--- src/dsbp_pkg.sv ---
// Package with the types, codes and the padding helper function of the dial-string BCD packer.
package dsbp_pkg;

    localparam int CHAR_W  = 8;
    localparam int NIBBLE_W = 4;
    localparam int BYTE_W  = 8;
    localparam int COUNT_W = 8;
    localparam int FMT_W   = 2;

    typedef enum logic [FMT_W-1:0] {
        FMT_PACKED_LSB = 2'd0,
        FMT_PACKED_MSB = 2'd1,
        FMT_UNPACKED   = 2'd2,
        FMT_RESERVED   = 2'd3
    } t_format;

    localparam logic [NIBBLE_W-1:0] NIB_STAR  = 4'hA;
    localparam logic [NIBBLE_W-1:0] NIB_HASH  = 4'hB;
    localparam logic [NIBBLE_W-1:0] NIB_PAUSE = 4'hC;
    localparam logic [NIBBLE_W-1:0] NIB_WAIT  = 4'hD;
    localparam logic [NIBBLE_W-1:0] NIB_PLUS  = 4'hE;
    localparam logic [NIBBLE_W-1:0] NIB_FILL  = 4'hF;
    localparam logic [COUNT_W-1:0]  COUNT_MAX = 8'hFF;

    typedef struct packed {
        logic [BYTE_W-1:0]  bcd_byte;
        logic               byte_valid;
        logic               end_of_number;
        logic [COUNT_W-1:0] digit_count;
    } t_result;

    function automatic logic [BYTE_W-1:0] padded(
        input logic [NIBBLE_W-1:0] d,
        input t_format             fmt
    );
        logic [BYTE_W-1:0] b;
        if (fmt == FMT_PACKED_LSB) begin
            b = {NIB_FILL, d};
        end else begin
            b = {d, NIB_FILL};
        end
        return b;
    endfunction

endpackage

--- src/dsbp_if.sv ---
// Valid/ready channel interfaces for the character input and the BCD result output.
interface dsbp_in_if;
    logic                          valid;
    logic                          ready;
    logic [dsbp_pkg::CHAR_W-1:0]   char_code;
    logic                          last_char;

    modport source (output valid, output char_code, output last_char, input ready);
    modport sink   (input valid, input char_code, input last_char, output ready);
endinterface

interface dsbp_out_if;
    logic                          valid;
    logic                          ready;
    logic [dsbp_pkg::BYTE_W-1:0]   bcd_byte;
    logic                          byte_valid;
    logic                          end_of_number;
    logic [dsbp_pkg::COUNT_W-1:0]  digit_count;

    modport source (output valid, output bcd_byte, output byte_valid,
                    output end_of_number, output digit_count, input ready);
    modport sink   (input valid, input bcd_byte, input byte_valid,
                    input end_of_number, input digit_count, output ready);
endinterface

--- src/dsbp_classify.sv ---
// Character classifier that maps one dial-string character to a BCD digit code.
module dsbp_classify (
    input  logic [dsbp_pkg::CHAR_W-1:0]   i_char,
    input  dsbp_pkg::t_format             i_fmt,
    output logic                          o_is_digit,
    output logic [dsbp_pkg::NIBBLE_W-1:0] o_digit
);
    import dsbp_pkg::*;

    logic [CHAR_W-1:0] offset;

    assign offset = i_char - CHAR_W'("0");

    always_comb begin
        o_is_digit = 1'b1;
        o_digit    = '0;
        if (i_char >= CHAR_W'("0") && i_char <= CHAR_W'("9")) begin
            o_digit = offset[NIBBLE_W-1:0];
        end else if (i_char == CHAR_W'("*")) begin
            o_digit = NIB_STAR;
        end else if (i_char == CHAR_W'("#")) begin
            o_digit = NIB_HASH;
        end else if (i_char == CHAR_W'("P") || i_char == CHAR_W'("p")) begin
            o_digit = NIB_PAUSE;
        end else if (i_char == CHAR_W'("W") || i_char == CHAR_W'("w")) begin
            o_digit = NIB_WAIT;
        end else if (i_char == CHAR_W'("+") && i_fmt == FMT_PACKED_LSB) begin
            o_digit = NIB_PLUS;
        end else begin
            o_is_digit = 1'b0;
        end
    end
endmodule

--- src/dsbp_out_buf.sv ---
// Two-entry result buffer that decouples the packer from the output channel.
module dsbp_out_buf (
    input  logic              i_clk,
    input  logic              i_rst_n,
    input  logic              i_push,
    input  dsbp_pkg::t_result i_data,
    output logic              o_full,
    dsbp_out_if.source        o_out
);
    import dsbp_pkg::*;

    t_result     r_mem [2];
    logic        r_wptr, n_wptr;
    logic        r_rptr, n_rptr;
    logic [1:0]  r_count, n_count;
    logic        pop;
    t_result     head;

    assign pop    = o_out.valid && o_out.ready;
    assign o_full = (r_count == 2'd2);
    assign head   = r_mem[r_rptr];

    assign o_out.valid         = (r_count != 2'd0);
    assign o_out.bcd_byte      = head.bcd_byte;
    assign o_out.byte_valid    = head.byte_valid;
    assign o_out.end_of_number = head.end_of_number;
    assign o_out.digit_count   = head.digit_count;

    always_comb begin
        n_wptr  = r_wptr ^ i_push;
        n_rptr  = r_rptr ^ pop;
        n_count = r_count + {1'b0, i_push} - {1'b0, pop};
    end

    always_ff @(posedge i_clk) begin
        if (!i_rst_n) begin
            r_wptr  <= 1'b0;
            r_rptr  <= 1'b0;
            r_count <= 2'd0;
        end else begin
            r_wptr  <= n_wptr;
            r_rptr  <= n_rptr;
            r_count <= n_count;
        end
    end

    always_ff @(posedge i_clk) begin
        if (i_push) begin
            r_mem[r_wptr] <= i_data;
        end
    end

    a_count_range: assert property (@(posedge i_clk) disable iff (!i_rst_n)
        r_count != 2'd3)
        else $error("Result buffer count out of range.");

    a_no_overflow: assert property (@(posedge i_clk) disable iff (!i_rst_n)
        o_full |-> !i_push)
        else $error("Push into a full result buffer.");

    a_ptr_gap: assert property (@(posedge i_clk) disable iff (!i_rst_n)
        (r_count == 2'd0 || r_count == 2'd2) |-> (r_wptr == r_rptr))
        else $error("Result buffer pointers disagree with count.");
endmodule

--- src/dial_string_to_bcd_packer_core.sv ---
// Top level of the dial-string to BCD packer: digit pairing state and result emission.
// Each result is written into the registered output buffer when its input word is accepted.
// Throughput: one input word per cycle, sustained while the output side takes results.
// The rate is set by the single classify-and-pair step and the two-entry output buffer.
// Reset: synchronous, active low; clears the pairing state, the digit count, the
// output buffer and sets the format register to packed low nibble first.
module dial_string_to_bcd_packer_core (
    input  logic                        i_clk,
    input  logic                        i_rst_n,
    input  logic                        i_cfg_we,
    input  logic [dsbp_pkg::FMT_W-1:0]  i_cfg_wdata,
    dsbp_in_if.sink                     i_char,
    dsbp_out_if.source                  o_bcd
);
    import dsbp_pkg::*;

    t_format              r_fmt;
    logic [NIBBLE_W-1:0]  r_held, n_held;
    logic                 r_waiting, n_waiting;
    logic                 r_stopped, n_stopped;
    logic [COUNT_W-1:0]   r_count, n_count;

    logic                 accept;
    logic                 last;
    logic                 packed_fmt;
    logic                 active;
    logic                 is_digit;
    logic [NIBBLE_W-1:0]  digit;
    logic [COUNT_W-1:0]   count_inc;
    logic                 buf_full;
    logic                 push;
    t_result              result;

    assign i_char.ready = !buf_full;
    assign accept       = i_char.valid && i_char.ready;
    assign last         = i_char.last_char;
    assign packed_fmt   = (r_fmt == FMT_PACKED_LSB) || (r_fmt == FMT_PACKED_MSB);
    assign active       = !r_stopped && (r_fmt != FMT_RESERVED);
    assign count_inc    = (r_count == COUNT_MAX) ? r_count : r_count + COUNT_W'(1);

    dsbp_classify u_classify (
        .i_char     (i_char.char_code),
        .i_fmt      (r_fmt),
        .o_is_digit (is_digit),
        .o_digit    (digit)
    );

    always_comb begin
        n_held    = r_held;
        n_waiting = r_waiting;
        n_stopped = r_stopped;
        n_count   = r_count;
        push      = 1'b0;
        result    = '0;
        if (accept) begin
            if (active) begin
                if (!is_digit) begin
                    n_stopped = 1'b1;
                    if (packed_fmt && r_waiting) begin
                        push              = 1'b1;
                        result.byte_valid = 1'b1;
                        result.bcd_byte   = padded(r_held, r_fmt);
                        n_waiting         = 1'b0;
                    end
                end else begin
                    n_count = count_inc;
                    if (!packed_fmt) begin
                        push              = 1'b1;
                        result.byte_valid = 1'b1;
                        result.bcd_byte   = {{(BYTE_W-NIBBLE_W){1'b0}}, digit};
                    end else if (r_waiting) begin
                        push              = 1'b1;
                        result.byte_valid = 1'b1;
                        if (r_fmt == FMT_PACKED_LSB) begin
                            result.bcd_byte = {digit, r_held};
                        end else begin
                            result.bcd_byte = {r_held, digit};
                        end
                        n_waiting = 1'b0;
                    end else if (last) begin
                        push              = 1'b1;
                        result.byte_valid = 1'b1;
                        result.bcd_byte   = padded(digit, r_fmt);
                    end else begin
                        n_held    = digit;
                        n_waiting = 1'b1;
                    end
                end
            end
            result.digit_count   = n_count;
            result.end_of_number = last;
            if (last) begin
                push      = 1'b1;
                n_held    = '0;
                n_waiting = 1'b0;
                n_stopped = 1'b0;
                n_count   = '0;
            end
        end
    end

    always_ff @(posedge i_clk) begin
        if (!i_rst_n) begin
            r_fmt     <= FMT_PACKED_LSB;
            r_held    <= '0;
            r_waiting <= 1'b0;
            r_stopped <= 1'b0;
            r_count   <= '0;
        end else begin
            if (i_cfg_we) begin
                r_fmt <= t_format'(i_cfg_wdata);
            end
            r_held    <= n_held;
            r_waiting <= n_waiting;
            r_stopped <= n_stopped;
            r_count   <= n_count;
        end
    end

    dsbp_out_buf u_out_buf (
        .i_clk   (i_clk),
        .i_rst_n (i_rst_n),
        .i_push  (push),
        .i_data  (result),
        .o_full  (buf_full),
        .o_out   (o_bcd)
    );

    a_last_pushes: assert property (@(posedge i_clk) disable iff (!i_rst_n)
        (accept && last) |-> push)
        else $error("End of string word produced no result.");

    a_last_clears: assert property (@(posedge i_clk) disable iff (!i_rst_n)
        (accept && last) |=> (r_count == '0 && !r_waiting && !r_stopped))
        else $error("String state not cleared after end of string.");

    a_stopped_quiet: assert property (@(posedge i_clk) disable iff (!i_rst_n)
        (accept && r_stopped && !last) |-> !push)
        else $error("Result produced after conversion stopped.");

    a_waiting_counted: assert property (@(posedge i_clk) disable iff (!i_rst_n)
        r_waiting |-> (r_count != '0))
        else $error("Held digit without a digit count.");
endmodule

--- src/flat_wrapper.sv ---
// flat-port wrapper written by rule: the top's interface ports become plain ports
module dial_string_to_bcd_packer_core_flat import dsbp_pkg::*;
  (i_clk, i_rst_n, i_cfg_we, i_cfg_wdata, i_char_valid, i_char_char_code, i_char_last_char, i_char_ready, o_bcd_valid, o_bcd_bcd_byte, o_bcd_byte_valid, o_bcd_end_of_number, o_bcd_digit_count, o_bcd_ready);
  dsbp_in_if i_char_i ();
  dsbp_out_if o_bcd_i ();
  input  logic i_clk;
  input  logic i_rst_n;
  input  logic i_cfg_we;
  input  logic [dsbp_pkg::FMT_W-1:0] i_cfg_wdata;
  input wire logic [$bits(i_char_i.valid)-1:0] i_char_valid;
  input wire logic [$bits(i_char_i.char_code)-1:0] i_char_char_code;
  input wire logic [$bits(i_char_i.last_char)-1:0] i_char_last_char;
  output wire logic [$bits(i_char_i.ready)-1:0] i_char_ready;
  output wire logic [$bits(o_bcd_i.valid)-1:0] o_bcd_valid;
  output wire logic [$bits(o_bcd_i.bcd_byte)-1:0] o_bcd_bcd_byte;
  output wire logic [$bits(o_bcd_i.byte_valid)-1:0] o_bcd_byte_valid;
  output wire logic [$bits(o_bcd_i.end_of_number)-1:0] o_bcd_end_of_number;
  output wire logic [$bits(o_bcd_i.digit_count)-1:0] o_bcd_digit_count;
  input wire logic [$bits(o_bcd_i.ready)-1:0] o_bcd_ready;
  assign i_char_i.valid = i_char_valid;
  assign i_char_i.char_code = i_char_char_code;
  assign i_char_i.last_char = i_char_last_char;
  assign i_char_ready = i_char_i.ready;
  assign o_bcd_valid = o_bcd_i.valid;
  assign o_bcd_bcd_byte = o_bcd_i.bcd_byte;
  assign o_bcd_byte_valid = o_bcd_i.byte_valid;
  assign o_bcd_end_of_number = o_bcd_i.end_of_number;
  assign o_bcd_digit_count = o_bcd_i.digit_count;
  assign o_bcd_i.ready = o_bcd_ready;
  dial_string_to_bcd_packer_core u_core (.i_clk(i_clk), .i_rst_n(i_rst_n), .i_cfg_we(i_cfg_we), .i_cfg_wdata(i_cfg_wdata), .i_char(i_char_i), .o_bcd(o_bcd_i));
endmodule
--- config.mk ---
export PLATFORM = sky130hd
export DESIGN_NAME = dial_string_to_bcd_packer_core_flat
export DESIGN_NICKNAME = d
export VERILOG_FILES = /design/src/dsbp_pkg.sv /design/src/dsbp_if.sv /design/src/dsbp_classify.sv /design/src/dsbp_out_buf.sv /design/src/dial_string_to_bcd_packer_core.sv /design/src/flat_wrapper.sv
export SDC_FILE = /design/constraint.sdc
export NUM_CORES = 1
export LEC_CHECK = 0
export ABC_AREA = 1
export BUFFER_PORTS_ARGS = -buffer_cell sky130_fd_sc_hd__buf_2
export CAP_MARGIN = 20
export CORE_UTILIZATION = 30
export CTS_CLUSTER_SIZE = 28
export DETAILED_ROUTE_END_ITERATION = 16
export PLACE_DENSITY = 0.56
export SYNTH_ARGS = -nofsm -noshare
export SYNTH_HDL_FRONTEND = slang
export SYNTH_HIERARCHICAL = 1
export SYNTH_SLANG_ARGS = --single-unit
--- constraint.sdc ---
create_clock -name i_clk -period 3 [get_ports i_clk]
set_input_delay 0.15 -clock i_clk [delete_from_list [all_inputs] [get_ports i_clk]]
set_output_delay 0.15 -clock i_clk [all_outputs]
set_load 0.02 [all_outputs]
Word-level counts from Yosys, hierarchy flattened
Memories as Yosys holds them, arrays and structs flattened. A register that Yosys moved wholly into a read port is not among the register bits.
Index checks and enable logic that the tools add are counted.
- bits in writable memories: 36
- memories: 1
- bits of input ports: 16
- register bits: 20
- equality and inequality tests: 14
- $add $sub $neg: 4
- $lt $le $gt $ge: 2
- reductions and logical operators: 20
- bitwise operators: 2
- muxes and demuxes: 50
- memory list (memory ; depth ; bits a word ; read ports ; clocked after Yosys merged registers in ; write ports ; RTL line ; RTL):
    u_core.u_out_buf.r_mem ; 2 ; 18 ; 1 ; 1 ; 1 ; dsbp_out_buf.sv:12 ; t_result r_mem [2];
- operators with widths (operator ; number):
    $mux W8 ; 7
    $mux W9 ; 6
    $mux W4 ; 11
    $eq A8 B7 Y1 const B ; 4
    $mux W1 ; 25
    $eq A8 B6 Y1 const B ; 3
    $mux W18 ; 1
    $add A8 B1 Y8 const B ; 1
    $eq A8 B8 Y1 const B ; 1
    $ge A8 B6 Y1 const B ; 1
    $le A8 B6 Y1 const B ; 1
    $reduce_bool A2 Y1 ; 4
    $logic_and A1 B1 Y1 ; 6
    $ne A2 B2 Y1 const B ; 3
    $reduce_and A5 Y1 ; 1
    $reduce_and A4 Y1 ; 1
    $sub A4 B1 Y4 const B ; 1
    $logic_or A1 B1 Y1 ; 3
    $ne A3 B2 Y1 const B ; 1
    $reduce_and A3 Y1 ; 1
    $reduce_bool A3 Y1 ; 1
    $add A2 B1 Y2 ; 1
    $eq A2 B1 Y1 const B ; 1
    $eq A2 B2 Y1 const B ; 1
    other kinds (4) ; 6

Logic depth before layout (Yosys ltp)
Gate-level depths: netlist of the first run.
- depth in word-level cells: 15
- depth in mapped cells: 21

Hierarchy
The synthesis of the first run kept the hierarchy.
- modules (own cells, without submodules) (module ; sequential area each (um^2) ; area each (um^2) ; instances ; cells an instance):
    dsbp_out_buf ; 1181.1 ; 1607.8 ; 1 ; 92
    dial_string_to_bcd_packer_core ; 320.3 ; 1321.3 ; 1 ; 218
    dsbp_classify ; 0.0 ; 220.2 ; 1 ; 46

Worst setup path after synthesis of the first run
OpenSTA, ideal clock, no wires.
- path kind: reg-to-reg
- start: register u_core.r_fmt[1]
- end: memory u_core/u_out_buf/r_mem[0][0] (netlist name) (enable)
- buffers on the path: 2
- setup slack: 532 ps
- arrival: 2092 ps
- data required time: 2624 ps
- clock period less this slack: 2468 ps
- library setup time: 376 ps
- stages on the path, launching flop included: 11
- cell sequence: dfxtp_1 > nor2_1 > nand3_2 > nand2_2 > nor2_2 > inv_1 > buf_2 > buf_2 > nand2_1 > a31oi_1 > ha_1
- cells in the longest elaborated chain, start to end: 14
- elaborated cells between the ends (all ways): 21
- RTL lines (element ; RTL line ; RTL):
    start: declaration ; dial_string_to_bcd_packer_core.sv:17 ; t_format r_fmt;
    start signal: assignment ; dial_string_to_bcd_packer_core.sv:111 ; r_fmt <= t_format'(i_cfg_wdata);
    $logic_not A2 Y1 ; dsbp_classify.sv:27 ; end else if (i_char == CHAR_W'("+") && i_fmt == FMT_PACKED_LSB) begin
    $logic_and A1 B1 Y1 ; dsbp_classify.sv:27 ;
    $mux W1 ; dsbp_classify.sv:27 ;
    $mux W1 ; dsbp_classify.sv:25 ; end else if (i_char == CHAR_W'("W") || i_char == CHAR_W'("w")) begin
    $mux W1 ; dsbp_classify.sv:23 ; end else if (i_char == CHAR_W'("P") || i_char == CHAR_W'("p")) begin
    $mux W1 ; dsbp_classify.sv:21 ; end else if (i_char == CHAR_W'("#")) begin
    $mux W1 ; dsbp_classify.sv:19 ; end else if (i_char == CHAR_W'("*")) begin
    $mux W1 ; dsbp_classify.sv:17 ; if (i_char >= CHAR_W'("0") && i_char <= CHAR_W'("9")) begin
    net u_core.is_digit ; dial_string_to_bcd_packer_core.sv:27 ; logic is_digit;
    $mux W1 ; dial_string_to_bcd_packer_core.sv:57 ; if (!is_digit) begin
    $mux W1 ; dial_string_to_bcd_packer_core.sv:56 ; if (active) begin
    $mux W1 ; dial_string_to_bcd_packer_core.sv:92 ; if (last) begin
    $mux W1 ; dial_string_to_bcd_packer_core.sv:55 ; if (accept) begin
    net u_core.push ; dial_string_to_bcd_packer_core.sv:31 ; logic push;
    $mux W1 ; dsbp_out_buf.sv:48 ; if (i_push) begin
    $mux W1 (implied by the code) ; dsbp_out_buf.sv:49 ; r_mem[r_wptr] <= i_data;
    end: declaration ; dsbp_out_buf.sv:12 ;
The timed path passes the listed nets, and every way through them passes these cells.

Worst setup path in the final report of the first run
- start: register u_core.u_out_buf.r_count[1]
- end: register u_core.u_out_buf.r_count[1]
- cells in the longest elaborated chain, start to end: 6
- elaborated cells between the ends (all ways): 8
- RTL lines (element ; RTL line ; RTL):
    start: declaration ; dsbp_out_buf.sv:15 ; logic [1:0] r_count, n_count;
    start signal: assignment ; dsbp_out_buf.sv:43 ; r_count <= n_count;
    $eq A2 B2 Y1 ; dsbp_out_buf.sv:20 ; assign o_full = (r_count == 2'd2);
    net u_core.buf_full ; dial_string_to_bcd_packer_core.sv:30 ; logic buf_full;
    $logic_not A1 Y1 ; dial_string_to_bcd_packer_core.sv:34 ; assign i_char.ready = !buf_full;
    $logic_and A1 B1 Y1 ; dial_string_to_bcd_packer_core.sv:35 ; assign accept = i_char.valid && i_char.ready;
    $mux W1 ; dial_string_to_bcd_packer_core.sv:55 ;
    net u_core.push ; dial_string_to_bcd_packer_core.sv:31 ;
    $add A2 B1 Y2 ; dsbp_out_buf.sv:32 ; n_count = r_count + {1'b0, i_push} - {1'b0, pop};
    $sub A2 B1 Y2 ; dsbp_out_buf.sv:32 ;
The timed path passes the listed nets, and every way through them passes these cells.
A chain may end at the register's enable or synchronous reset.

==> results of run 1 <==
[worst min-delay path by stage]
| stage | from | slack [ps] | end | depth (start not counted) |
|---|---|---|---|---|
| floorplan | i_rst_n | 240 | u_core/u_out_buf/r_count[0] | 2 |
| global placement | i_cfg_wdata[0] | 380 | u_core/r_fmt[0] | 3 |
| detailed placement | i_cfg_wdata[0] | 380 | u_core/r_fmt[0] | 3 |
| CTS | i_cfg_wdata[0] | 20 | u_core/r_fmt[0] | 3 |
| global route | i_cfg_wdata[0] | 70 | u_core/r_fmt[0] | 3 |
| finish | i_cfg_wdata[0] | 30 | u_core/r_fmt[0] | 3 |
[cell type report]
class	count	area [um^2]	area share, %
clock buffers	11	141	3.84
repair buffers	39	205	5.57
inverters	48	180	4.89
multi-input cells	240	1380	37.5
flip-flops and latches	57	1500	40.7
diodes	1	2.50	0.0679
well taps	136	170	4.62
clock inverters	5	103	2.78
[critical path, delay by kind of cell, from the launching register on]
kind,cells,cell delay [ps]
AND/OR/NAND/NOR,6,770
flip-flops,1,310
AO/OA/AOI/OAI,2,410
buffers and inverters,5,350
adder cells (fa/ha/maj),2,460
[power groups by stage]
| stage | Sequential (W) | Clock, W | Combinational [W] |
|---|---|---|---|
| 3_3_place_gp | 0.000997 | 0 | 0.000712 |
| 2_1_floorplan | 0.000991 | 0 | 0.000563 |
| 3_5_place_dp | 0.00100 | 0 | 0.000714 |
| 6_report | 0.000984 | 0.000879 | 0.000709 |
| 4_1_cts | 0.000985 | 0.000901 | 0.000717 |
| 5_1_grt | 0.000993 | 0.000935 | 0.000790 |
[Yosys cell counts, types with 6 or more instances]
library cell,count
nor2_1,37
nand2_2,6
nor2_2,6
nand3_1,14
mux2_4,10
nand4_1,16
nand2_1,76
edfxtp_1,36
dfxtp_1,21
o21ai_0,6
mux2_2,8
inv_1,45
a21oi_1,21
[flip-flops by register name, summed over array words and instances (netlist names), named ones only]
name and count:
u_core/u_out_buf/r_mem 36, u_core/r_count 8, u_core/r_held 4, u_core/r_fmt 2
u_core/u_out_buf/r_count 2, u_core/r_stopped 1, u_core/r_waiting 1, u_core/u_out_buf/r_rptr 1
u_core/u_out_buf/r_wptr 1
[routing by layer]
metal  global-route usage, %  wire [um]  vias up
met5                       0          0        -
met4                    6.63        111        0
met3                    2.94        346        9
met2                    19.5       2840       77
met1                    16.5       3100     1155
li1                        -          -     1279
[through the flow]
stage / power [W] / util, % / area [um^2] / hold WS (ps) / worst slack, ps
2_1_floorplan: 0.00155 / - / 3150 / 243 / 532
3_3_place_gp: 0.00171 / 33.6 / 3440 / 379 / 723
3_5_place_dp: 0.00172 / 33.6 / 3440 / 380 / 604
4_1_cts: 0.00260 / 36.0 / 3680 / 17.0 / 595
5_1_grt: 0.00272 / 36.0 / 3680 / 66.6 / 320
6_report: 0.00257 / 36.0 / 3680 / 30.3 / 606
[cell families after synthesis]
family | after synthesis | share of synthesized area, %
xor+xnor | 2 | 0.556
flops | 57 | 47.7
mux | 18 | 7.63
simple gates | 169 | 24.7
compound gates | 46 | 8.98
buf+inv | 59 | 8.46
fa+ha+maj | 5 | 1.99
==> run summary, run 1 <==
Initial Utilization: 30.8%
Setup Viol. Count Final: 0
Cell Chain, Critical Path: inv_1 -> nor2_1 -> inv_1 -> nand2_2 -> nor2_2 -> nor2_1 -> a31oi_1 -> inv_1 -> ha_1 -> inv_1 -> ha_1 -> inv_1 -> nand2_1 -> a21oi_1 -> nor2_1
IO Pins: 36
Flop pwr share: 38.2%
Peak supply drop: 0.215 mV
Number of nets in the layout: 416
CP Capture Point: u_core/u_out_buf/r_count[1]
Combinational Power Share: 27.6%
CORE AREA: 10200 um^2
Tot GR Track Use: 12.7%
Most common cell after layout, fill and taps aside: nand2_1
Setup tns final: 0 ps
CTS Hold Bufs: 0
Skew-Pair Late Insertion Delay: 340 ps
Placed Cells: 520
First-pass GRT wire length: 11000 um
Clock Skew: 6.79 ps
Power Internal: 0.00179 W
Final ANT Viol Nets: 0
Setup CP Type: reg2reg
Worst R2R End: u_core/u_out_buf/r_count[1]
Post-synth EDFFs: 36
Max Slew Vio Count: 0
Synth cell types: 34
Critical path startpoint: u_core/u_out_buf/r_count[1]
Crit end category: flop
Worst Path Max Fanout: 17
Net Sw Frac: 30.6%
Clock Tree Buf Depth: 2
Share of the synthesized area in the top cell type: 34.3%
Vias in the first global route: 2349
Final wirelength: 6400 um
Slew @ Worst Pin: 712 ps
Most frequent cells in the layout: nand2_1 (76), inv_1 (45), nor2_1 (37)
Status: finished, final reports clean
NetSw: 0.000787 W
Via count: 2520
Synth Register Bits: 57
Post-Synthesis Cells: 356
Cell area after synthesis: 3150 um^2
Die Height: 104 um
Initial antenna violation count: 1
Post-synthesis sequential area ratio: 47.7%
HP Class: in2reg
Share of post-route cells with drive strength above 1: 23.5%
HPWL Detailed: 4570 um
# fillers: 1030
Die Span X: 104 um
Post-cts resize count: 0
Power Density: 698 nW/um^2
Slew headroom: 52.4%
Initial drt markers: 175
Async SR Flop Fraction: 0%
Max cap viols: 0
Clk pwr share: 34.2%
Slowest CP cell: dfxtp_1
Worst path most repeated cell: inv_1
Die area: 10900 um^2
RR Startpoint: u_core/u_out_buf/r_count[1]
Fin crit period: 2390 ps
CP required: 3230 ps
Vias/cell: 4.69
Layout Cells excl Fill: 537
Cell chosen for the clock root: clkbuf_8
Yosys top cell by area: edfxtp_1
Final Hold Viols: 0
Mapped Avg Cell Area: 8.85 um^2
H-tree depth: 3
Num Clock Sinks: 57
Final Cycle Share: 79.8%
R2R Setup Slk: 610 ps
Unrepaired setup endpoints after global routing: false
DRC: 0
Leak Pwr: 1.54 nW
GP Congestion: 0.854
Reg2Reg Depth: 15
Worst EP arrival: 2630 ps
FMAX: 0.418 GHz
CTS tree: yes
Max incr delay on CP: 310 ps
Cell row count: 37
CTS Buf Count: 9
Prevailing post-synth register cell: edfxtp_1
IO buf count: 35
Syn nets: 377
Largest net degree at the start of global routing: 22
CP startpoint kind: flop
Clock transition at the registers of the reported paths: 60 ps
TritonRoute pass-1 iters: 5
Gr ovfl total: 0
Area contributors post-synth: edfxtp_1 (34%), dfxtp_1 (13%), nand2_1 (9.1%)
Synth-to-Final Area Change: 17.0%
Synthesis warning total: 6
Post-CTS Setup Inserts: 0
Routed len/inst: 11.9 um
(Power assumes the default switching activity.)
==> inputs of run 2 (changes only) <==
--- a/config.mk
+++ b/config.mk
@@ -11,7 +11,7 @@
 export CORE_UTILIZATION = 30
 export CTS_CLUSTER_SIZE = 28
 export DETAILED_ROUTE_END_ITERATION = 16
-export PLACE_DENSITY = 0.56
+export PLACE_DENSITY = 0.57
 export SYNTH_ARGS = -nofsm -noshare
 export SYNTH_HDL_FRONTEND = slang
 export SYNTH_HIERARCHICAL = 1
==> constraint.sdc (replaced) <==
create_clock -name i_clk -period 1.99 [get_ports i_clk]
set_input_delay 0.0995 -clock i_clk [delete_from_list [all_inputs] [get_ports i_clk]]
set_output_delay 0.0995 -clock i_clk [all_outputs]
set_load 0.02 [all_outputs]
==> run summary, run 2 (synthesis gave the netlist of run 1 again) <==
Max Slew Vio Count: 0 (unchanged)
Cell chosen for the clock root: clkbuf_8
Fin crit period: 1940 ps (-451 ps)
IO Pins: 36 (unchanged)
Peak supply drop: 0.328 mV (+53%)
ANT cells: 0 (-1)
Cell row count: 37 (unchanged)
Final Cycle Share: 97.7% (+18 points)
Vias/cell: 4.63 (-1.4%)
H-tree depth: 3 (unchanged)
Placed Cells: 530 (+1.9%)
GRT met2 Usage: 20.3% (+0.76 points)
Final wirelength: 6650 um (+4.0%)
Worst EP arrival: 2180 ps (-450 ps)
Max cap viols: 0 (unchanged)
CTS Buf Count: 9 (unchanged)
Tot GR Track Use: 12.7% (-0.018 points)
Max incr delay on CP: 360 ps (+50 ps)
Clock Tree Buf Depth: 2 (unchanged)
Initial Utilization: 30.8% (unchanged)
Worst path most repeated cell: inv_2
Final Cell Area: 3920 um^2 (+6.3%)
Unrepaired setup endpoints after global routing: true
TritonRoute pass-1 iters: 4 (-1)
Number of nets in the layout: 430 (+3.4%)
HP Class: in2reg
Final ANT Viol Nets: 0 (unchanged)
Skew-Pair Late Insertion Delay: 330 ps (about the same)
Global-route track usage on met1: 16.5% (+0.072 points)
Initial drt markers: 163 (-6.9%)
HPWL Detailed: 4800 um (+5.2%)
Cell Chain, Critical Path: nor2_4 -> nand3_2 -> nand2_2 -> nor2_4 -> inv_2 -> nand2_4 -> a31oi_4 -> inv_1 -> ha_1 -> inv_2 -> ha_4 -> inv_2 -> nand2_2 -> nand3_2 -> nand2_1 -> nor2_1
Die area: 10900 um^2 (unchanged)
Initial antenna violation count: 0 (-1)
Num Clock Sinks: 57 (unchanged)
Largest net degree at the start of global routing: 22 (unchanged)
GP Congestion: 0.864 (+1.2%)
Leak Pwr: 1.63 nW (+5.9%)
Clock Skew: 10.8 ps (+4.02 ps)
Most Used Layer, Global Route: met2
Biggest register: u_core/u_out_buf/r_mem
Met3 usage: 1.82% (-1.1 points)
Clock transition at the registers of the reported paths: 70 ps (about the same)
Slowest CP cell: dfxtp_4
Most frequent cells in the layout: nand2_1 (72), inv_1 (41), edfxtp_1 (36)
DP Area: 3590 um^2 (+4.3%)
Crit path max-delay family: simple AND/OR/NAND/NOR gates
Most common cell after layout, fill and taps aside: nand2_1
Share of post-route cells with drive strength above 1: 31.2% (+7.7 points)
Worst Path Max Fanout: 3 (-14)
Die Span X: 104 um (unchanged)
CORE AREA: 10200 um^2 (unchanged)
Die Height: 104 um (unchanged)
Worst path bufs/invs: 4 (-1)
Status: finished, final reports clean
Max FFs per register: 36 (unchanged)
Routed len/inst: 12.1 um (+1.6%)
CTS tree: yes
Setup Viol. Count Final: 0 (unchanged)
CP startpoint kind: flop
R2R Setup Slk: 50 ps (-560 ps)
Synth-to-Final Area Change: 24.4%
Via count: 2545 (+0.99%)
Crit end category: flop
Vias in the first global route: 2378 (+1.2%)
First-pass GRT wire length: 11000 um (-0.37%)
Layout Cells excl Fill: 550 (+2.4%)
Power Density: 996 nW/um^2 (+43%)
DRC: 0 (unchanged)
FMAX: 0.515 GHz (+23%)
Final Hold Viols: 0 (unchanged)
CP required: 2230 ps (-1000 ps)
Slew @ Worst Pin: 449 ps (-263 ps)
Gr ovfl total: 0 (unchanged)
Setup CP Type: reg2reg
Slew headroom: 70.0% (+18 points)
Overall power: 0.00390 W (+52%)
IO buf count: 35 (unchanged)
Regs by FF count: u_core/u_out_buf/r_mem x36, u_core/r_count x8, u_core/r_held x4
[run 2: changes by cell type in the layout (fill, tap and decap cells not counted), moves of 2 or more]
| cell | before | now |
|---|---|---|
| nor2_1 | 37 | 33 |
| ha_2 | 0 | 2 |
| buf_4 | 4 | 13 |
| inv_2 | 3 | 7 |
| dfxtp_4 | 0 | 2 |
| dfxtp_1 | 21 | 18 |
| nor2_4 | 2 | 6 |
| nand2_1 | 76 | 72 |
| ha_1 | 5 | 2 |
| a21boi_0 | 2 | 0 |
| inv_1 | 45 | 41 |
| a21boi_1 | 0 | 2 |
| buf_12 | 0 | 4 |
| nand2_4 | 1 | 4 |
[run 2: path summary, 6_finish.rpt]
| path | start | endpoint | depth (start not counted) |
|---|---|---|---|
| setup / recovery | u_core/r_fmt[1] | u_core/u_out_buf/r_count[1] | 16 |
| hold / removal | i_cfg_we | u_core/r_fmt[0] | 3 |
| setup reg to reg | u_core/r_fmt[1] | u_core/u_out_buf/r_count[1] | 16 |
| hold reg to reg | u_core/r_stopped | u_core/r_stopped | 2 |
[run 2: tightest hold or removal path: stages]
cell and delay (ps):
buf_2 90, o21ai_0 80, nor2_1 70
[run 2: layout make-up]
cell class	count	area [um^2]
clock buffers	10	128
clock inverters	6	82.6
fillers	993	6310
inverters	48	180
multi-input cells	240	1480
flip-flops and latches	57	1510
well taps	136	170
repair buffers	53	363
[run 2: through the flow]
stage	hold WS (ps)	setup slack (ps)	util (%)	TNS, ps
floorplan	197	-89.7	-	-103
global placement	338	76.0	35.1	0
detailed placement	337	1.90	35.1	0
CTS	25.1	27.1	37.2	0
global route	31.9	-81.5	38.3	-81.5
finish	35.4	46.5	38.3	0
[run 2: repair_timing]
| action | in CTS | in global routing |
|---|---|---|
| endpoints found under the setup margin | 0 | 11 |
| hold buffers | 1 | 0 |
| resized for setup | 0 | 25 |
| setup buffers | 0 | 3 |
| endpoints found under the hold margin | 1 | 0 |
[run 2: routing by layer]
metal,share of wire (%),vias up
met3,3.9,5
li1,-,1309
met1,48,1168
met2,47,63
met4,1.3,0
met5,0,-
[run 2: power breakdown]
group          switching, W  internal [W]
clock network      0.000481      0.000699
registers         0.0000600       0.00143
logic              0.000732      0.000504
total               0.00127       0.00263
